### src/rtl/asm_token_classifier_core_macros.svh
// ----------------------------------------------------------------------------
// asm_token_classifier_core_macros.svh
// Assertion helper macros for the token classifier.
// ----------------------------------------------------------------------------
`ifndef ASM_TOKEN_CLASSIFIER_CORE_MACROS_SVH
`define ASM_TOKEN_CLASSIFIER_CORE_MACROS_SVH

`ifndef ASSERT_OFF
// same-cycle implication
`define ATC_ASSERT_IMP(lbl, clk, rstn, ante, cons, msg) \
  lbl: assert property (@(posedge clk) disable iff (!rstn) (ante) |-> (cons)) \
    else $error(msg);
// next-cycle implication
`define ATC_ASSERT_NXT(lbl, clk, rstn, ante, cons, msg) \
  lbl: assert property (@(posedge clk) disable iff (!rstn) (ante) |=> (cons)) \
    else $error(msg);
`else
`define ATC_ASSERT_IMP(lbl, clk, rstn, ante, cons, msg)
`define ATC_ASSERT_NXT(lbl, clk, rstn, ante, cons, msg)
`endif

`endif

### src/rtl/atc_pkg.sv
// ----------------------------------------------------------------------------
// atc_pkg
// Shared types, character constants and character tests of the classifier.
// ----------------------------------------------------------------------------
`default_nettype none

package atc_pkg;

  localparam int CHAR_W = 8;
  localparam int CLS_W  = 4;

  localparam logic [CHAR_W-1:0] CASE_BIT = 8'h20;
  localparam logic [CHAR_W-1:0] CH_AT    = 8'h40; // '@'
  localparam logic [CHAR_W-1:0] CH_COLON = 8'h3A; // ':'
  localparam logic [CHAR_W-1:0] CH_DOT   = 8'h2E; // '.'
  localparam logic [CHAR_W-1:0] CH_HASH  = 8'h23; // '#'
  localparam logic [CHAR_W-1:0] CH_DOLLAR= 8'h24; // '$'
  localparam logic [CHAR_W-1:0] CH_R     = 8'h72; // 'r'
  localparam logic [CHAR_W-1:0] CH_P     = 8'h70; // 'p'
  localparam logic [CHAR_W-1:0] CH_S     = 8'h73; // 's'
  localparam logic [CHAR_W-1:0] CH_C     = 8'h63; // 'c'
  localparam logic [CHAR_W-1:0] CH_X     = 8'h78; // 'x'
  localparam logic [CHAR_W-1:0] CH_ZERO  = 8'h30; // '0'
  localparam logic [CHAR_W-1:0] CH_COMMA = 8'h2C; // ','
  localparam logic [CHAR_W-1:0] CH_NL    = 8'h0A; // newline
  localparam logic [CHAR_W-1:0] CH_QUOTE = 8'h22; // '"'

  typedef enum logic [CLS_W-1:0] {
    CLS_UNKNOWN   = 4'd0,
    CLS_LABELDEF  = 4'd1,
    CLS_DIRECTIVE = 4'd2,
    CLS_INSTR     = 4'd3,
    CLS_REG       = 4'd4,
    CLS_IMM       = 4'd5,
    CLS_ADDR      = 4'd6,
    CLS_LABELREF  = 4'd7,
    CLS_COMMA     = 4'd8,
    CLS_STRING    = 4'd9,
    CLS_EOL       = 4'd10
  } cls_t;

  localparam logic [1:0] POS_FIRST  = 2'd0;
  localparam logic [1:0] POS_SECOND = 2'd1;
  localparam logic [1:0] POS_THIRD  = 2'd2;
  localparam logic [1:0] POS_LATER  = 2'd3;

  // running per-token view
  typedef struct packed {
    logic [1:0]        pos;
    logic [CHAR_W-1:0] first_byte;
    logic [CHAR_W-1:0] second_byte;
    logic              third_is_x;
    logic              all_letters;
    logic              decimal_from_second;
    logic              hex_from_fourth;
  } tok_view_t;

  localparam tok_view_t TOK_INIT = '{
    pos:                 POS_FIRST,
    first_byte:          '0,
    second_byte:         '0,
    third_is_x:          1'b0,
    all_letters:         1'b1,
    decimal_from_second: 1'b1,
    hex_from_fourth:     1'b1
  };

  function automatic logic is_letter(input logic [CHAR_W-1:0] c);
    logic [CHAR_W-1:0] l;
    l = c | CASE_BIT;
    return l inside {[8'h61:8'h7A]};
  endfunction

  function automatic logic is_digit(input logic [CHAR_W-1:0] c);
    logic [CHAR_W-1:0] l;
    l = c | CASE_BIT;
    return l inside {[8'h30:8'h39]};
  endfunction

  function automatic logic is_hex(input logic [CHAR_W-1:0] c);
    logic [CHAR_W-1:0] l;
    l = c | CASE_BIT;
    return is_digit(c) || (l inside {[8'h61:8'h66]});
  endfunction

endpackage

`default_nettype wire

### src/rtl/atc_if.sv
// ----------------------------------------------------------------------------
// atc_if
// Valid/ready channels: character words in, class words out.
// ----------------------------------------------------------------------------
`default_nettype none

interface atc_in_if;
  import atc_pkg::*;
  logic              valid;
  logic              ready;
  logic [CHAR_W-1:0] token_char;
  logic              last_char;
  modport source (output valid, token_char, last_char, input ready);
  modport sink   (input valid, token_char, last_char, output ready);
endinterface

interface atc_out_if;
  import atc_pkg::*;
  logic             valid;
  logic             ready;
  logic [CLS_W-1:0] token_class;
  modport source (output valid, token_class, input ready);
  modport sink   (input valid, token_class, output ready);
endinterface

`default_nettype wire

### src/rtl/asm_token_classifier_core.sv
// ----------------------------------------------------------------------------
// asm_token_classifier_core
// Streams an assembler token one character per word and reports its class.
// ----------------------------------------------------------------------------
// Usage:
//  - in_chan carries one character per word (token_char) and last_char,
//    which closes the token. Words before the last produce nothing.
//  - out_chan carries one token_class word per token, sent after the last
//    character: 0 unknown, 1 labeldef ... 10 eol.
//  - Path: a last character accepted on in_chan shows its class on out_chan
//    once it has passed the input register and then the result register.
//  - Throughput: one character per cycle, sustained while out_chan is not held,
//    tokens back to back. The per-character work is a few flag updates plus the
//    class decode, all between the input register and the result register.
//  - Stall: while out_chan is held, non-last characters keep flowing in;
//    a last character waits in the input register, with in_chan.ready low,
//    until the result register frees up.
//  - Reset (rst_n low, synchronous): both registers empty, token state
//    back to the start of a token.
// ----------------------------------------------------------------------------
`default_nettype none
`include "asm_token_classifier_core_macros.svh"

module asm_token_classifier_core (
  input  wire        clk,
  input  wire        rst_n,
  atc_in_if.sink     in_chan,
  atc_out_if.source  out_chan
);
  import atc_pkg::*;

  // input register
  logic              in_valid_r;
  logic [CHAR_W-1:0] in_char_r;
  logic              in_last_r;

  // result register
  logic              out_valid_r;
  cls_t              out_class_r;

  logic      adv;      // input register word consumed this cycle
  tok_view_t view;
  cls_t      cls;

  // a non-last char never needs result space
  assign adv = in_valid_r && (!in_last_r || !out_valid_r || out_chan.ready);
  assign in_chan.ready = !in_valid_r || adv;

  always_ff @(posedge clk) begin
    if (!rst_n) begin
      in_valid_r <= 1'b0;
    end else if (in_chan.valid && in_chan.ready) begin
      in_valid_r <= 1'b1;
    end else if (adv) begin
      in_valid_r <= 1'b0;
    end
  end

  always_ff @(posedge clk) begin
    if (in_chan.valid && in_chan.ready) begin
      in_char_r <= in_chan.token_char;
      in_last_r <= in_chan.last_char;
    end
  end

  atc_flags u_flags (
    .clk    (clk),
    .rst_n  (rst_n),
    .step_i (adv),
    .char_i (in_char_r),
    .last_i (in_last_r),
    .view_o (view)
  );

  atc_classify u_classify (
    .view_i (view),
    .char_i (in_char_r),
    .cls_o  (cls)
  );

  always_ff @(posedge clk) begin
    if (!rst_n) begin
      out_valid_r <= 1'b0;
    end else if (adv && in_last_r) begin
      out_valid_r <= 1'b1;
    end else if (out_chan.ready) begin
      out_valid_r <= 1'b0;
    end
  end

  always_ff @(posedge clk) begin
    if (adv && in_last_r) begin
      out_class_r <= cls;
    end
  end

  assign out_chan.valid       = out_valid_r;
  assign out_chan.token_class = out_class_r;

  // closing a token always yields a result word next cycle
  `ATC_ASSERT_NXT(a_result_after_last, clk, rst_n, adv && in_last_r, out_valid_r, "no result after last char")
  // token state restarts after the closing character
  `ATC_ASSERT_NXT(a_pos_restart, clk, rst_n, adv && in_last_r, view.pos == POS_FIRST, "position not restarted")
  // a held input word is neither dropped nor overwritten
  `ATC_ASSERT_NXT(a_in_hold, clk, rst_n, in_valid_r && !adv, in_valid_r && $stable(in_char_r), "input word lost")

endmodule

`default_nettype wire

### src/rtl/atc_flags.sv
// ----------------------------------------------------------------------------
// atc_flags
// Per-token state: position, first bytes and running character flags.
// ----------------------------------------------------------------------------
`default_nettype none

module atc_flags (
  input  wire                          clk,
  input  wire                          rst_n,
  input  wire                          step_i,   // char consumed this cycle
  input  wire [7:0]                    char_i,
  input  wire                          last_i,
  output atc_pkg::tok_view_t           view_o    // state including char_i
);
  import atc_pkg::*;

  tok_view_t state_r;
  tok_view_t view_nxt;
  tok_view_t state_nxt;

  always_comb begin
    view_nxt = state_r;
    if (state_r.pos == POS_FIRST)  view_nxt.first_byte  = char_i;
    if (state_r.pos == POS_SECOND) view_nxt.second_byte = char_i;
    if (state_r.pos == POS_THIRD)  view_nxt.third_is_x  = ((char_i | CASE_BIT) == CH_X);
    view_nxt.all_letters = state_r.all_letters && is_letter(char_i);
    view_nxt.decimal_from_second = state_r.decimal_from_second &&
                                   ((state_r.pos == POS_FIRST) || is_digit(char_i));
    view_nxt.hex_from_fourth = state_r.hex_from_fourth &&
                               ((state_r.pos != POS_LATER) || is_hex(char_i));
  end

  always_comb begin
    state_nxt = state_r;
    if (step_i) begin
      if (last_i) begin
        state_nxt = TOK_INIT;
      end else begin
        state_nxt = view_nxt;
        if (state_r.pos != POS_LATER) state_nxt.pos = state_r.pos + 2'd1;
      end
    end
  end

  always_ff @(posedge clk) begin
    if (!rst_n) begin
      state_r <= TOK_INIT;
    end else begin
      state_r <= state_nxt;
    end
  end

  assign view_o = view_nxt;

endmodule

`default_nettype wire

### src/rtl/atc_classify.sv
// ----------------------------------------------------------------------------
// atc_classify
// Priority class decode of a closed token.
// ----------------------------------------------------------------------------
`default_nettype none

module atc_classify (
  input  wire atc_pkg::tok_view_t view_i,
  input  wire [7:0]               char_i,   // last character of the token
  output atc_pkg::cls_t           cls_o
);
  import atc_pkg::*;

  logic [CHAR_W-1:0] f;
  logic [CHAR_W-1:0] s;
  logic              hex_prefix;
  logic              is_reg;

  assign f = view_i.first_byte;
  assign s = view_i.second_byte;
  assign hex_prefix = (view_i.pos >= POS_THIRD) && (s == CH_ZERO) && view_i.third_is_x;
  assign is_reg = ((view_i.pos == POS_SECOND) &&
                   (((f == CH_P) && (s == CH_C)) || ((f == CH_S) && (s == CH_P)))) ||
                  ((f == CH_R) && view_i.decimal_from_second);

  always_comb begin
    if ((f == CH_AT) && (char_i == CH_COLON))                 cls_o = CLS_LABELDEF;
    else if (f == CH_DOT)                                     cls_o = CLS_DIRECTIVE;
    else if (view_i.all_letters)                              cls_o = CLS_INSTR;
    else if (is_reg)                                          cls_o = CLS_REG;
    else if ((f == CH_HASH) && (hex_prefix ? view_i.hex_from_fourth
                                           : view_i.decimal_from_second))
                                                              cls_o = CLS_IMM;
    else if ((view_i.pos == POS_LATER) && (f == CH_DOLLAR) && hex_prefix &&
             view_i.hex_from_fourth)                          cls_o = CLS_ADDR;
    else if (f == CH_AT)                                      cls_o = CLS_LABELREF;
    else if ((f == CH_COMMA) && (view_i.pos == POS_FIRST))    cls_o = CLS_COMMA;
    else if ((f == CH_QUOTE) && (char_i == CH_QUOTE))         cls_o = CLS_STRING;
    else if ((f == CH_NL) && (view_i.pos == POS_FIRST))       cls_o = CLS_EOL;
    else                                                      cls_o = CLS_UNKNOWN;
  end

endmodule

`default_nettype wire
### src/flat_wrapper.sv
// flat-port wrapper written by rule: the top's interface ports become plain ports
module asm_token_classifier_core_flat import atc_pkg::*;
  (clk, rst_n, in_chan_valid, in_chan_token_char, in_chan_last_char, in_chan_ready, out_chan_valid, out_chan_token_class, out_chan_ready);
  atc_in_if in_chan_i ();
  atc_out_if out_chan_i ();
  input  wire clk;
  input  wire rst_n;
  input wire logic [$bits(in_chan_i.valid)-1:0] in_chan_valid;
  input wire logic [$bits(in_chan_i.token_char)-1:0] in_chan_token_char;
  input wire logic [$bits(in_chan_i.last_char)-1:0] in_chan_last_char;
  output wire logic [$bits(in_chan_i.ready)-1:0] in_chan_ready;
  output wire logic [$bits(out_chan_i.valid)-1:0] out_chan_valid;
  output wire logic [$bits(out_chan_i.token_class)-1:0] out_chan_token_class;
  input wire logic [$bits(out_chan_i.ready)-1:0] out_chan_ready;
  assign in_chan_i.valid = in_chan_valid;
  assign in_chan_i.token_char = in_chan_token_char;
  assign in_chan_i.last_char = in_chan_last_char;
  assign in_chan_ready = in_chan_i.ready;
  assign out_chan_valid = out_chan_i.valid;
  assign out_chan_token_class = out_chan_i.token_class;
  assign out_chan_i.ready = out_chan_ready;
  asm_token_classifier_core u_core (.clk(clk), .rst_n(rst_n), .in_chan(in_chan_i), .out_chan(out_chan_i));
endmodule
### config.mk
export PLATFORM = sky130hd
export DESIGN_NAME = asm_token_classifier_core_flat
export DESIGN_NICKNAME = d
export VERILOG_FILES = /design/src/rtl/atc_pkg.sv /design/src/rtl/atc_if.sv /design/src/rtl/asm_token_classifier_core.sv /design/src/rtl/atc_flags.sv /design/src/rtl/atc_classify.sv /design/src/flat_wrapper.sv
export VERILOG_INCLUDE_DIRS = /design/src /design/src/rtl
export SDC_FILE = /design/constraint.sdc
export NUM_CORES = 1
export LEC_CHECK = 0
export BUFFER_PORTS_ARGS = -buffer_cell sky130_fd_sc_hd__buf_4
export CORE_UTILIZATION = 50
export DETAILED_ROUTE_END_ITERATION = 12
export PLACE_DENSITY = 0.69
export SYNTH_ARGS = -nofsm -noshare
export SYNTH_HDL_FRONTEND = slang
export SYNTH_SLANG_ARGS = --single-unit
export TNS_END_PERCENT = 20
### constraint.sdc
create_clock -name clk -period 5.4 [get_ports clk]
set_input_delay 0.81 -clock clk [delete_from_list [all_inputs] [get_ports clk]]
set_output_delay 0.81 -clock clk [all_outputs]
set_load 0.05 [all_outputs]
==> results by group, run 1 <==
Worst setup path
  • Kind of end point of the critical path: flop
  • Critical path type: reg -> reg
  • Max incr delay on CP: ~660 ps
  • Critical Path RT: around 5400 ps
  • CP Depth: 7
  • Slowest CP cell: ha_1
  • FF-to-FF End: u_core.out_chan.token_class[2]$_SDFFCE_PP0P_
  • Critical path startpoint category: flop
  • Max Fanout on Critical Path: 22
  • Worst setup path startpoint: u_core.u_flags.view_o[20]$_SDFFE_PN0P_
  • Delay-heaviest family, CP: simple AND/OR/NAND/NOR gates
  • Critical path cell sequence: inv_1 > ha_1 > nor4b_1 > a32oi_1 > nor4_1 > a211o_1 > a21oi_1
  • Reg2Reg Setup Slack: roughly 2800 ps
  • Worst path bufs/invs: 1
  • Critical path arrival: roughly 2700 ps
  • Worst r2r src: u_core.u_flags.view_o[20]$_SDFFE_PN0P_
  • Worst R2R Path Depth: 7

Cells and area
  • # fillers: between 300 and 400
  • Register area: 870.8 um^2
  • Number of diodes: 0
  • Multi-input gate area: 0.001080 mm^2
  • Final instance area: 0.002286 mm^2
  • Area growth, synth to finish: 10.73%
  • Layout cells sized above 1: 0.1622
  • Final #Nets: around 240

Placement
  • Hpwl dp: 3.290 mm
  • GPL Wtd Cong: around 0.95
  • Placed cell areas: ~0.0022 mm^2
  • IO buf count: 18

Yosys
  • EDFF count, synth: 13
  • Yosys cell types: between 50 and 60
  • Sequential area share after synthesis: 0.4218
  • Post-synth top area share: 0.2327
  • Synth top cells by count: 24 x dfxtp_1, 19 x nor2b_1, 13 x a22oi_1, 13 x edfxtp_1, 13 x nor3_1
  • Synth async-reset ratio: 0
  • Syn Std Cell Area: 0.002064 mm^2
  • Mapped Avg Cell Area: 9.878 um^2
  • Primary FF master, synth: dfxtp_1
  • Largest area contributor in the netlist: dfxtp_1
  • Top post-synthesis cells by area: dfxtp_1 23%, edfxtp_1 19%, nor2b_1 5.8%
  • Yosys Warn Count: 0
  • Post-Syn Nets: around 230
  • Most common cell in the netlist: dfxtp_1
  • Syn Inst Count: around 210
  • Register bit total from synthesis: 37

Timing
  • Minimum clock period: ~2600 ps
  • Hold slack: 479.1 ps
  • Setup_tns: 0 ps
  • Slew Limit Headroom: 0.4993
  • Final Max Slew Viols: 0
  • Final Hold Viols: 0
  • Max Clock Skew: ~8.4 ps
  • Worst-margin pin slew: between 700 and 800 ps
  • Setup Viol. Count Final: 0
  • Final worst-path cycle share: 0.4890
  • RSZ-0062 raised after global routing: no
  • Achievable Freq: ~0.38 GHz

Clock tree
  • H-tree lvl count: 2
  • Worst-path clk slew: 80 ps
  • Post-CTS Hold Buffers: 0
  • PostCTS Resize Cnt: 0
  • Sink Count: 37
  • Total setup buffers inserted after CTS: 0
  • Cts bufs inserted: 5
  • Clock tree buffer depth: 2
  • CTS Root Cell: clkbuf_8
  • CTS tree: done
  • Clock Latency Late Sink: 290 ps

Worst hold path
  • WHS Path Cells: 1
  • Hold_sp: u_core.u_flags.state_r[0]$_SDFFE_PN1P_
  • Hold Path Class: reg -> reg
  • WHS Endpoint: u_core.u_flags.state_r[0]$_SDFFE_PN1P_

Power and ir drop
  • Leak: about 0.84 nW
  • Pwr dens: between 200 and 300 mW/mm^2
  • Tot Pwr: between 0.0006 and 0.0007 W
  • VDD IR max: about 0.2 mV

Detailed routing
  • Initial drt markers: between 100 and 150
  • DR pass1 iterations: 4
  • Routed Wire Length: ~4.7 mm
  • Antenna viol nets, final: 0
  • Via count: 1692
  • Routed wire length per instance: roughly 17 um
  • DRC: 0
  • Post-DR vias/cell: 6.267

GRT
  • Vias in the first global route: about 1.7k
  • Largest net degree at the start of global routing: 23
  • Grt total ovfl: 0
  • Initial antenna violation count: 0
  • Wire length of the first global-routing pass: approximately 7.9 mm
  • Gr usage total: 0.2433

Die
  • Die ar.: around 0.0044 mm^2
  • Initial core utilization: 0.5435
  • I/O pins: 19
  • Area of the core: 0.003799 mm^2
  • DIE WIDTH: roughly 66 um
  • Die height: 66.26 um
  • Num rows: 22

Run
  • Max Cap Viol: 0

Outcome
  • Status: completed
[per-layer routing]
| metal | GRT usage | wire length [um] | vias up |
|---|---|---|---|
| li1 | - | - | 812 |
| met1 | 0.2976 | 2052 | 784 |
| met2 | 0.3916 | 2203 | 81 |
| met3 | 0.06552 | 314 | 15 |
| met4 | 0.1197 | 102 | 0 |
| met5 | 0 | 0 | - |
[layout make-up]
cell class	count	share of cell area
timing repair buffer	18	0.05911
multi-input combinational	150	0.4724
tap	48	0.02627
clock inverter	2	0.01478
inverter	9	0.01478
sequential	37	0.3810
clock buffer	6	0.03175
[stage by stage]
stage	setup WS [ps]	instances	util
after floorplan	3206	209	-
after global placement	2907	262	0.5738
after detailed placement	2822	262	0.5738
after CTS	2809	270	0.6018
after global routing	2580	270	0.6018
final	2759	270	0.6018
[worst max-delay path by stage]
stage | endpoint
finish | u_core.out_chan.token_class[2]$_SDFFCE_PP0P_
global route | u_core.out_chan.token_class[2]$_SDFFCE_PP0P_
CTS | u_core.out_chan.token_class[2]$_SDFFCE_PP0P_
detailed placement | u_core.out_chan.token_class[2]$_SDFFCE_PP0P_
global placement | u_core.out_chan.token_class[2]$_SDFFCE_PP0P_
floorplan | in_chan_ready
[flip-flops by register name, summed over array words and instances, names as in the netlist]
| name | flops |
|---|---|
| u_core.in_last_r | 1 |
| u_core.out_chan.token_class | 4 |
| u_core.u_flags.state_r | 20 |
| u_core.in_valid_r | 1 |
| u_core.in_char_r | 8 |
| u_core.out_chan.valid | 1 |
| u_core.u_flags.view_o | 2 |
[report_power, final]
part	switching (W)	internal (W)	total, W	leakage [nW]
Sequential	0.0000168	0.000298	0.000314	0.320
Clock	0.0000965	0.000136	0.000233	0.0528
Combinational	0.0000343	0.0000256	0.0000599	0.466
[placed cells by master (no fill, tap or decap), types with 3 or more instances in the layout]
cell type,n
a31oi_1,3
nor2_1,7
inv_1,9
a21oi_1,9
nor2b_1,19
dfxtp_1,24
edfxtp_1,13
nand3_1,5
and2_1,3
buf_4,18
and3_1,3
mux2i_1,5
o22ai_1,3
nor3_1,13
nand2_1,6
a22oi_1,13
o21ai_0,5
nor3b_1,6
nor4b_1,4
nor4_1,3
clkbuf_8,5
ha_1,4
[kinds of logic after synthesis]
| group | Yosys count | synth area share |
|---|---|---|
| compound gates | 51 | 0.1849 |
| fa+ha+maj | 4 | 0.02424 |
| buf+inv | 22 | 0.05515 |
| flops | 37 | 0.4218 |
| mux | 5 | 0.02424 |
| simple gates | 90 | 0.2897 |
(Power assumes the default switching activity.)
==> inputs of run 2 (changes only) <==
--- a/config.mk
+++ b/config.mk
@@ -9,7 +9,7 @@
 export BUFFER_PORTS_ARGS = -buffer_cell sky130_fd_sc_hd__buf_4
 export CORE_UTILIZATION = 50
 export DETAILED_ROUTE_END_ITERATION = 12
-export PLACE_DENSITY = 0.69
+export PLACE_DENSITY = 0.72
 export SYNTH_ARGS = -nofsm -noshare
 export SYNTH_HDL_FRONTEND = slang
 export SYNTH_SLANG_ARGS = --single-unit
==> constraint.sdc (replaced) <==
create_clock -name clk -period 2.37 [get_ports clk]
set_input_delay 0.3555 -clock clk [delete_from_list [all_inputs] [get_ports clk]]
set_output_delay 0.3555 -clock clk [all_outputs]
set_load 0.05 [all_outputs]
==> results by group, run 2 (synthesis results as in run 1) <==
GRT
  • Initial antenna violation count: 0
  • Vias in the first global route: roughly 1.8k
  • Largest net degree at the start of global routing: 23
  • Gr usage total: 0.2605
  • Wire length of the first global-routing pass: 8.480 mm
  • Grt total ovfl: 0

Timing
  • Setup_tns: 0 ps
  • Minimum clock period: 2263 ps
  • Final Hold Viols: 0
  • Final Max Slew Viols: 0
  • Slew Limit Headroom: 0.4800
  • Worst-margin pin slew: 778.3 ps
  • Final worst-path cycle share: 0.9547
  • Setup Viol. Count Final: 0
  • Final worst setup slack: between 100 and 150 ps
  • Achievable Freq: between 0.4 and 0.5 GHz
  • Max Clock Skew: ~9.4 ps
  • RSZ-0062 raised after global routing: yes

Die
  • Die height: 66.26 um
  • Initial core utilization: 0.5435
  • Die ar.: roughly 0.0044 mm^2
  • Num rows: 22
  • Area of the core: roughly 0.0038 mm^2
  • DIE WIDTH: between 60 and 70 um
  • I/O pins: 19

Power and ir drop
  • Seq pwr share: 0.462
  • Comb power frac: 0.104
  • Leak: just over 0.9 nW
  • Pwr dens: 637.2 mW/mm^2
  • VDD IR max: ~0.43 mV
  • Clock Power Share: 0.434
  • Tot Pwr: roughly 0.0015 W
  • Switching Share: 0.2373
  • NetSw: 0.0003648 W
  • Internal Power: 0.001172 W

Worst setup path
  • Worst path bufs/invs: 2
  • Kind of end point of the critical path: flop
  • Max incr delay on CP: 390 ps
  • Max Fanout on Critical Path: 18
  • Critical path startpoint category: flop
  • Slowest CP cell: nor4_1
  • Delay-heaviest family, CP: simple AND/OR/NAND/NOR gates
  • Critical path type: reg -> reg
  • Critical path arrival: between 2000 and 2500 ps
  • Critical path cell sequence: inv_1 > ha_2 > nor4b_1 > a32oi_1 > nor4_1 > buf_4 > a211o_1 > a21oi_1
  • Critical Path RT: between 2000 and 2500 ps

Run
  • Max Cap Viol: 0

Clock tree
  • Worst-path clk slew: about 80 ps
  • CTS tree: done
  • Sink Count: 37
  • Post-CTS Hold Buffers: 0
  • Clock Latency Late Sink: roughly 300 ps
  • H-tree lvl count: 2
  • CTS Root Cell: clkbuf_8
  • Clock tree buffer depth: 2
  • Cts bufs inserted: 5

Cells and area
  • Area growth, synth to finish: 16.85%
  • Commonest non-fill, non-tap cell in the layout: buf_4
  • Final #Nets: 250
  • Multi-input gate area: between 0.001 and 0.0015 mm^2
  • Layout cells sized above 1: 0.2222
  • Register area: around 870 um^2
  • Max reg flops: 20
  • Number of diodes: 0
  • Largest Register: u_core.u_flags.state_r
  • Most frequent cells in the layout: 30 x buf_4, 24 x dfxtp_1, 19 x nor2b_1
  • Final core utilization: 0.6350
  • # fillers: approximately 300

Detailed routing
  • Routed Wire Length: a little over 5 mm
  • DR pass1 iterations: 5
  • Routed wire length per instance: between 15 and 20 um
  • Antenna viol nets, final: 0
  • DRC: 0
  • Post-DR vias/cell: 6.507
  • Initial drt markers: a little over 300
  • Via count: 1835

Placement
  • Hpwl dp: 3.610 mm
  • Placement Setup Slack: ~32 ps
  • IO buf count: 18
  • GPL Wtd Cong: a little over 0.9

Worst hold path
  • Hold Path Class: in -> reg

Outcome
  • Status: completed
run 2: stage by stage:
step | std cells | hold slack (ps) | cell area, um^2
CTS | 282 | 229.3 | 2410
detailed placement | 274 | 441.1 | 2270
floorplan | 209 | 426.1 | 2064
finish | 282 | 234.5 | 2412
global route | 282 | 218.3 | 2412
global placement | 274 | 436.8 | 2270
run 2: final cells by class:
class / count / share of cell area
multi-input combinational: 150 / 0.4497
sequential: 37 / 0.3610
timing repair buffer: 30 / 0.09336
clock buffer: 5 / 0.02853
clock inverter: 3 / 0.02853
tap: 48 / 0.02490
inverter: 9 / 0.01400
run 2: path summary, 6_finish.rpt:
kind,endpoint,from,cells after the start,slack (ps)
min reg2reg,u_core.u_flags.state_r[0]$_SDFFE_PN1P_,u_core.u_flags.state_r[0]$_SDFFE_PN1P_,1,450
max reg2reg,u_core.out_chan.token_class[2]$_SDFFCE_PP0P_,u_core.u_flags.view_o[20]$_SDFFE_PN0P_,8,110
max,u_core.out_chan.token_class[2]$_SDFFCE_PP0P_,u_core.u_flags.view_o[20]$_SDFFE_PN0P_,8,110
min,u_core.in_char_r[3]$_DFFE_PP_,in_chan_token_char[3],1,230
run 2: what timing repair did:
action / in CTS / in global routing
setup buffers: 0 / 0
gates resized for setup: 1 / 1
pin swaps: 0 / 1
endpoints found under the setup margin: 1 / 3
run 2: layer usage:
layer  track usage  up-vias  part of all wire
met4        0.1543        0             0.044
met3       0.07759       29             0.094
li1              -      839                 -
met1        0.2978      839              0.40
met2        0.4260      128              0.46
met5             0        -                 0
run 2: power groups by stage:
stage               clock, W  combinational [W]  sequential (W)
global route        0.000704           0.000172        0.000712
global placement           0           0.000152        0.000721
finish              0.000667           0.000160        0.000710
detailed placement         0           0.000156        0.000722
floorplan                  0           0.000108        0.000713
CTS                 0.000674           0.000158        0.000707
==> inputs of run 3 (changes only) <==
--- a/config.mk
+++ b/config.mk
@@ -7,9 +7,9 @@
 export NUM_CORES = 1
 export LEC_CHECK = 0
 export BUFFER_PORTS_ARGS = -buffer_cell sky130_fd_sc_hd__buf_4
-export CORE_UTILIZATION = 50
+export CORE_UTILIZATION = 53
 export DETAILED_ROUTE_END_ITERATION = 12
-export PLACE_DENSITY = 0.72
+export PLACE_DENSITY = 0.75
 export SYNTH_ARGS = -nofsm -noshare
 export SYNTH_HDL_FRONTEND = slang
 export SYNTH_SLANG_ARGS = --single-unit
==> results by group, run 3 (synthesis results as in run 1) <==
Outcome
  • Status: completed

Cells and area
  • Final core utilization: 0.6513
  • Post-Layout Cell Count: 280
  • Number of diodes: 0
  • Max reg flops: 20
  • # fillers: 313
  • Layout cells sized above 1: 0.2198
  • Largest Register: u_core.u_flags.state_r
  • Multi-input gate area: around 0.0011 mm^2
  • Final #Nets: ~250
  • Most frequent cells in the layout: 28 x buf_4, 24 x dfxtp_1, 19 x nor2b_1
  • Final instance area: about 0.0024 mm^2
  • Commonest non-fill, non-tap cell in the layout: buf_4
  • Area growth, synth to finish: 16.36%
  • Register area: between 800 and 900 um^2

Clock tree
  • Post-CTS Hold Buffers: 0
  • H-tree lvl count: 2
  • Clock Latency Late Sink: around 300 ps
  • Worst-path clk slew: around 80 ps
  • Clock tree buffer depth: 2
  • CTS tree: done
  • CTS Root Cell: clkbuf_8
  • Cts bufs inserted: 5
  • Sink Count: 37

Run
  • Max Cap Viol: 0

Worst setup path
  • Critical Path RT: approximately 2400 ps
  • Max Fanout on Critical Path: 20
  • Critical path arrival: approximately 2300 ps
  • Critical path cell sequence: inv_1 > ha_4 > nor3b_2 > o22ai_1 > o22ai_1 > and4_1 > nor4_1 > a21oi_1
  • Slowest CP cell: dfxtp_1
  • Critical path type: reg -> reg
  • Kind of end point of the critical path: flop
  • Critical path startpoint category: flop
  • Most frequent CP cell: o22ai_1
  • Max incr delay on CP: around 410 ps

Power and ir drop
  • Clock Power Share: 0.388
  • Pwr dens: roughly 590 mW/mm^2
  • Internal Power: approximately 0.0011 W
  • VDD IR max: approximately 0.37 mV
  • NetSw: roughly 0.00036 W
  • Switching Share: 0.2539
  • Seq pwr share: 0.500
  • Comb power frac: 0.113
  • Leak: just under 0.9 nW

Die
  • Die height: 64.41 um
  • I/O pins: 19
  • Die ar.: roughly 0.0041 mm^2
  • Initial core utilization: 0.5597
  • Num rows: 22
  • DIE WIDTH: approximately 64 um
  • Area of the core: between 0.003 and 0.004 mm^2

GRT
  • Gr usage total: 0.2574
  • Vias in the first global route: 1752
  • Grt total ovfl: 0
  • Initial antenna violation count: 0
  • Wire length of the first global-routing pass: between 8 and 9 mm
  • Largest net degree at the start of global routing: 23

Timing
  • Achievable Freq: roughly 0.44 GHz
  • Final worst-path cycle share: 0.9572
  • Worst-margin pin slew: approximately 750 ps
  • Slew Limit Headroom: 0.4959
  • Final Max Slew Viols: 0
  • Final Hold Viols: 0
  • Minimum clock period: between 2000 and 2500 ps
  • Max Clock Skew: 12.61 ps
  • Final worst setup slack: ~100 ps
  • Setup Viol. Count Final: 0
  • Setup_tns: 0 ps

Detailed routing
  • Post-DR vias/cell: between 6 and 7
  • Via count: 1747
  • Initial drt markers: roughly 210
  • Routed wire length per instance: about 18 um
  • Antenna viol nets, final: 0
  • DRC: 0
  • DR pass1 iterations: 7
  • Routed Wire Length: 4.945 mm

Placement
  • Hpwl dp: about 3.4 mm
  • Placed cell areas: roughly 0.0023 mm^2
  • GPL Wtd Cong: ~0.95
  • Placed instance count: 272
  • Placement Setup Slack: -67.21 ps
  • IO buf count: 18

Worst hold path
  • Hold Path Class: in -> reg
[run 3: cell count changes in the layout (fill, tap and decap cells not counted)]
cell        before  now
a32oi_1          1    0
a32oi_2          0    1
buf_4           30   28
bufinv_16        2    1
clkinv_1         0    1
clkinvlp_4       0    1
ha_2             2    0
ha_4             0    2
inv_6            1    0
nor3b_1          6    5
nor3b_2          0    1
[run 3: metrics by stage]
| step | hold slack, ps | power [W] |
|---|---|---|
| after floorplan | 426.1 | 0.0008219 |
| after global placement | 439.7 | 0.0008677 |
| after detailed placement | 449.3 | 0.0008740 |
| after CTS | 231.0 | 0.001410 |
| after global routing | 216.8 | 0.001467 |
| final | 229.0 | 0.001420 |
[run 3: metal layers]
| layer | GRT usage | wire length (um) |
|---|---|---|
| met4 | 0.1306 | 176 |
| met1 | 0.3101 | 2011 |
| met2 | 0.4461 | 2436 |
| met5 | 0 | 0 |
| met3 | 0.03521 | 321 |
[run 3: area by class of cell]
type / count / area share
clock buffer: 5 / 0.02865
sequential: 37 / 0.3625
tap: 48 / 0.02500
timing repair buffer: 28 / 0.08750
inverter: 9 / 0.01406
multi-input combinational: 150 / 0.4651
clock inverter: 3 / 0.01719
[run 3: what timing repair did]
item | CTS | global route
pin swaps | 0 | 0
setup buffers | 0 | 0
setup endpoints to repair | 2 | 3
resized for setup | 2 | 4
[run 3: power groups by stage]
stage | clock network (W) | registers, W | logic, W
final | 0.000550 | 0.000709 | 0.000160
after global routing | 0.000581 | 0.000712 | 0.000175
after global placement | 0 | 0.000720 | 0.000147
after floorplan | 0 | 0.000713 | 0.000108
after CTS | 0.000549 | 0.000707 | 0.000154
after detailed placement | 0 | 0.000721 | 0.000153
[run 3: path summary, 6_finish.rpt]
| path | from | to | slack [ps] | cells past startpoint |
|---|---|---|---|---|
| worst min register to register | u_core.u_flags.state_r[0]$_SDFFE_PN1P_ | u_core.u_flags.state_r[0]$_SDFFE_PN1P_ | 470 | 1 |
| worst max register to register | u_core.u_flags.view_o[20]$_SDFFE_PN0P_ | u_core.out_chan.token_class[2]$_SDFFCE_PP0P_ | 100 | 8 |
| worst min-delay path | in_chan_token_char[2] | u_core.in_char_r[2]$_DFFE_PP_ | 230 | 1 |
| worst max-delay path | u_core.u_flags.view_o[20]$_SDFFE_PN0P_ | u_core.out_chan.token_class[2]$_SDFFCE_PP0P_ | 100 | 8 |
[run 3: critical path: cells and delay by family (launching register included)]
kind	cells	cell delay, ps
AND/OR/NAND/NOR	3	720
adder cells (fa/ha/maj)	1	250
AO/OA/AOI/OAI	3	510
flip-flops	1	410
buffers and inverters	1	140
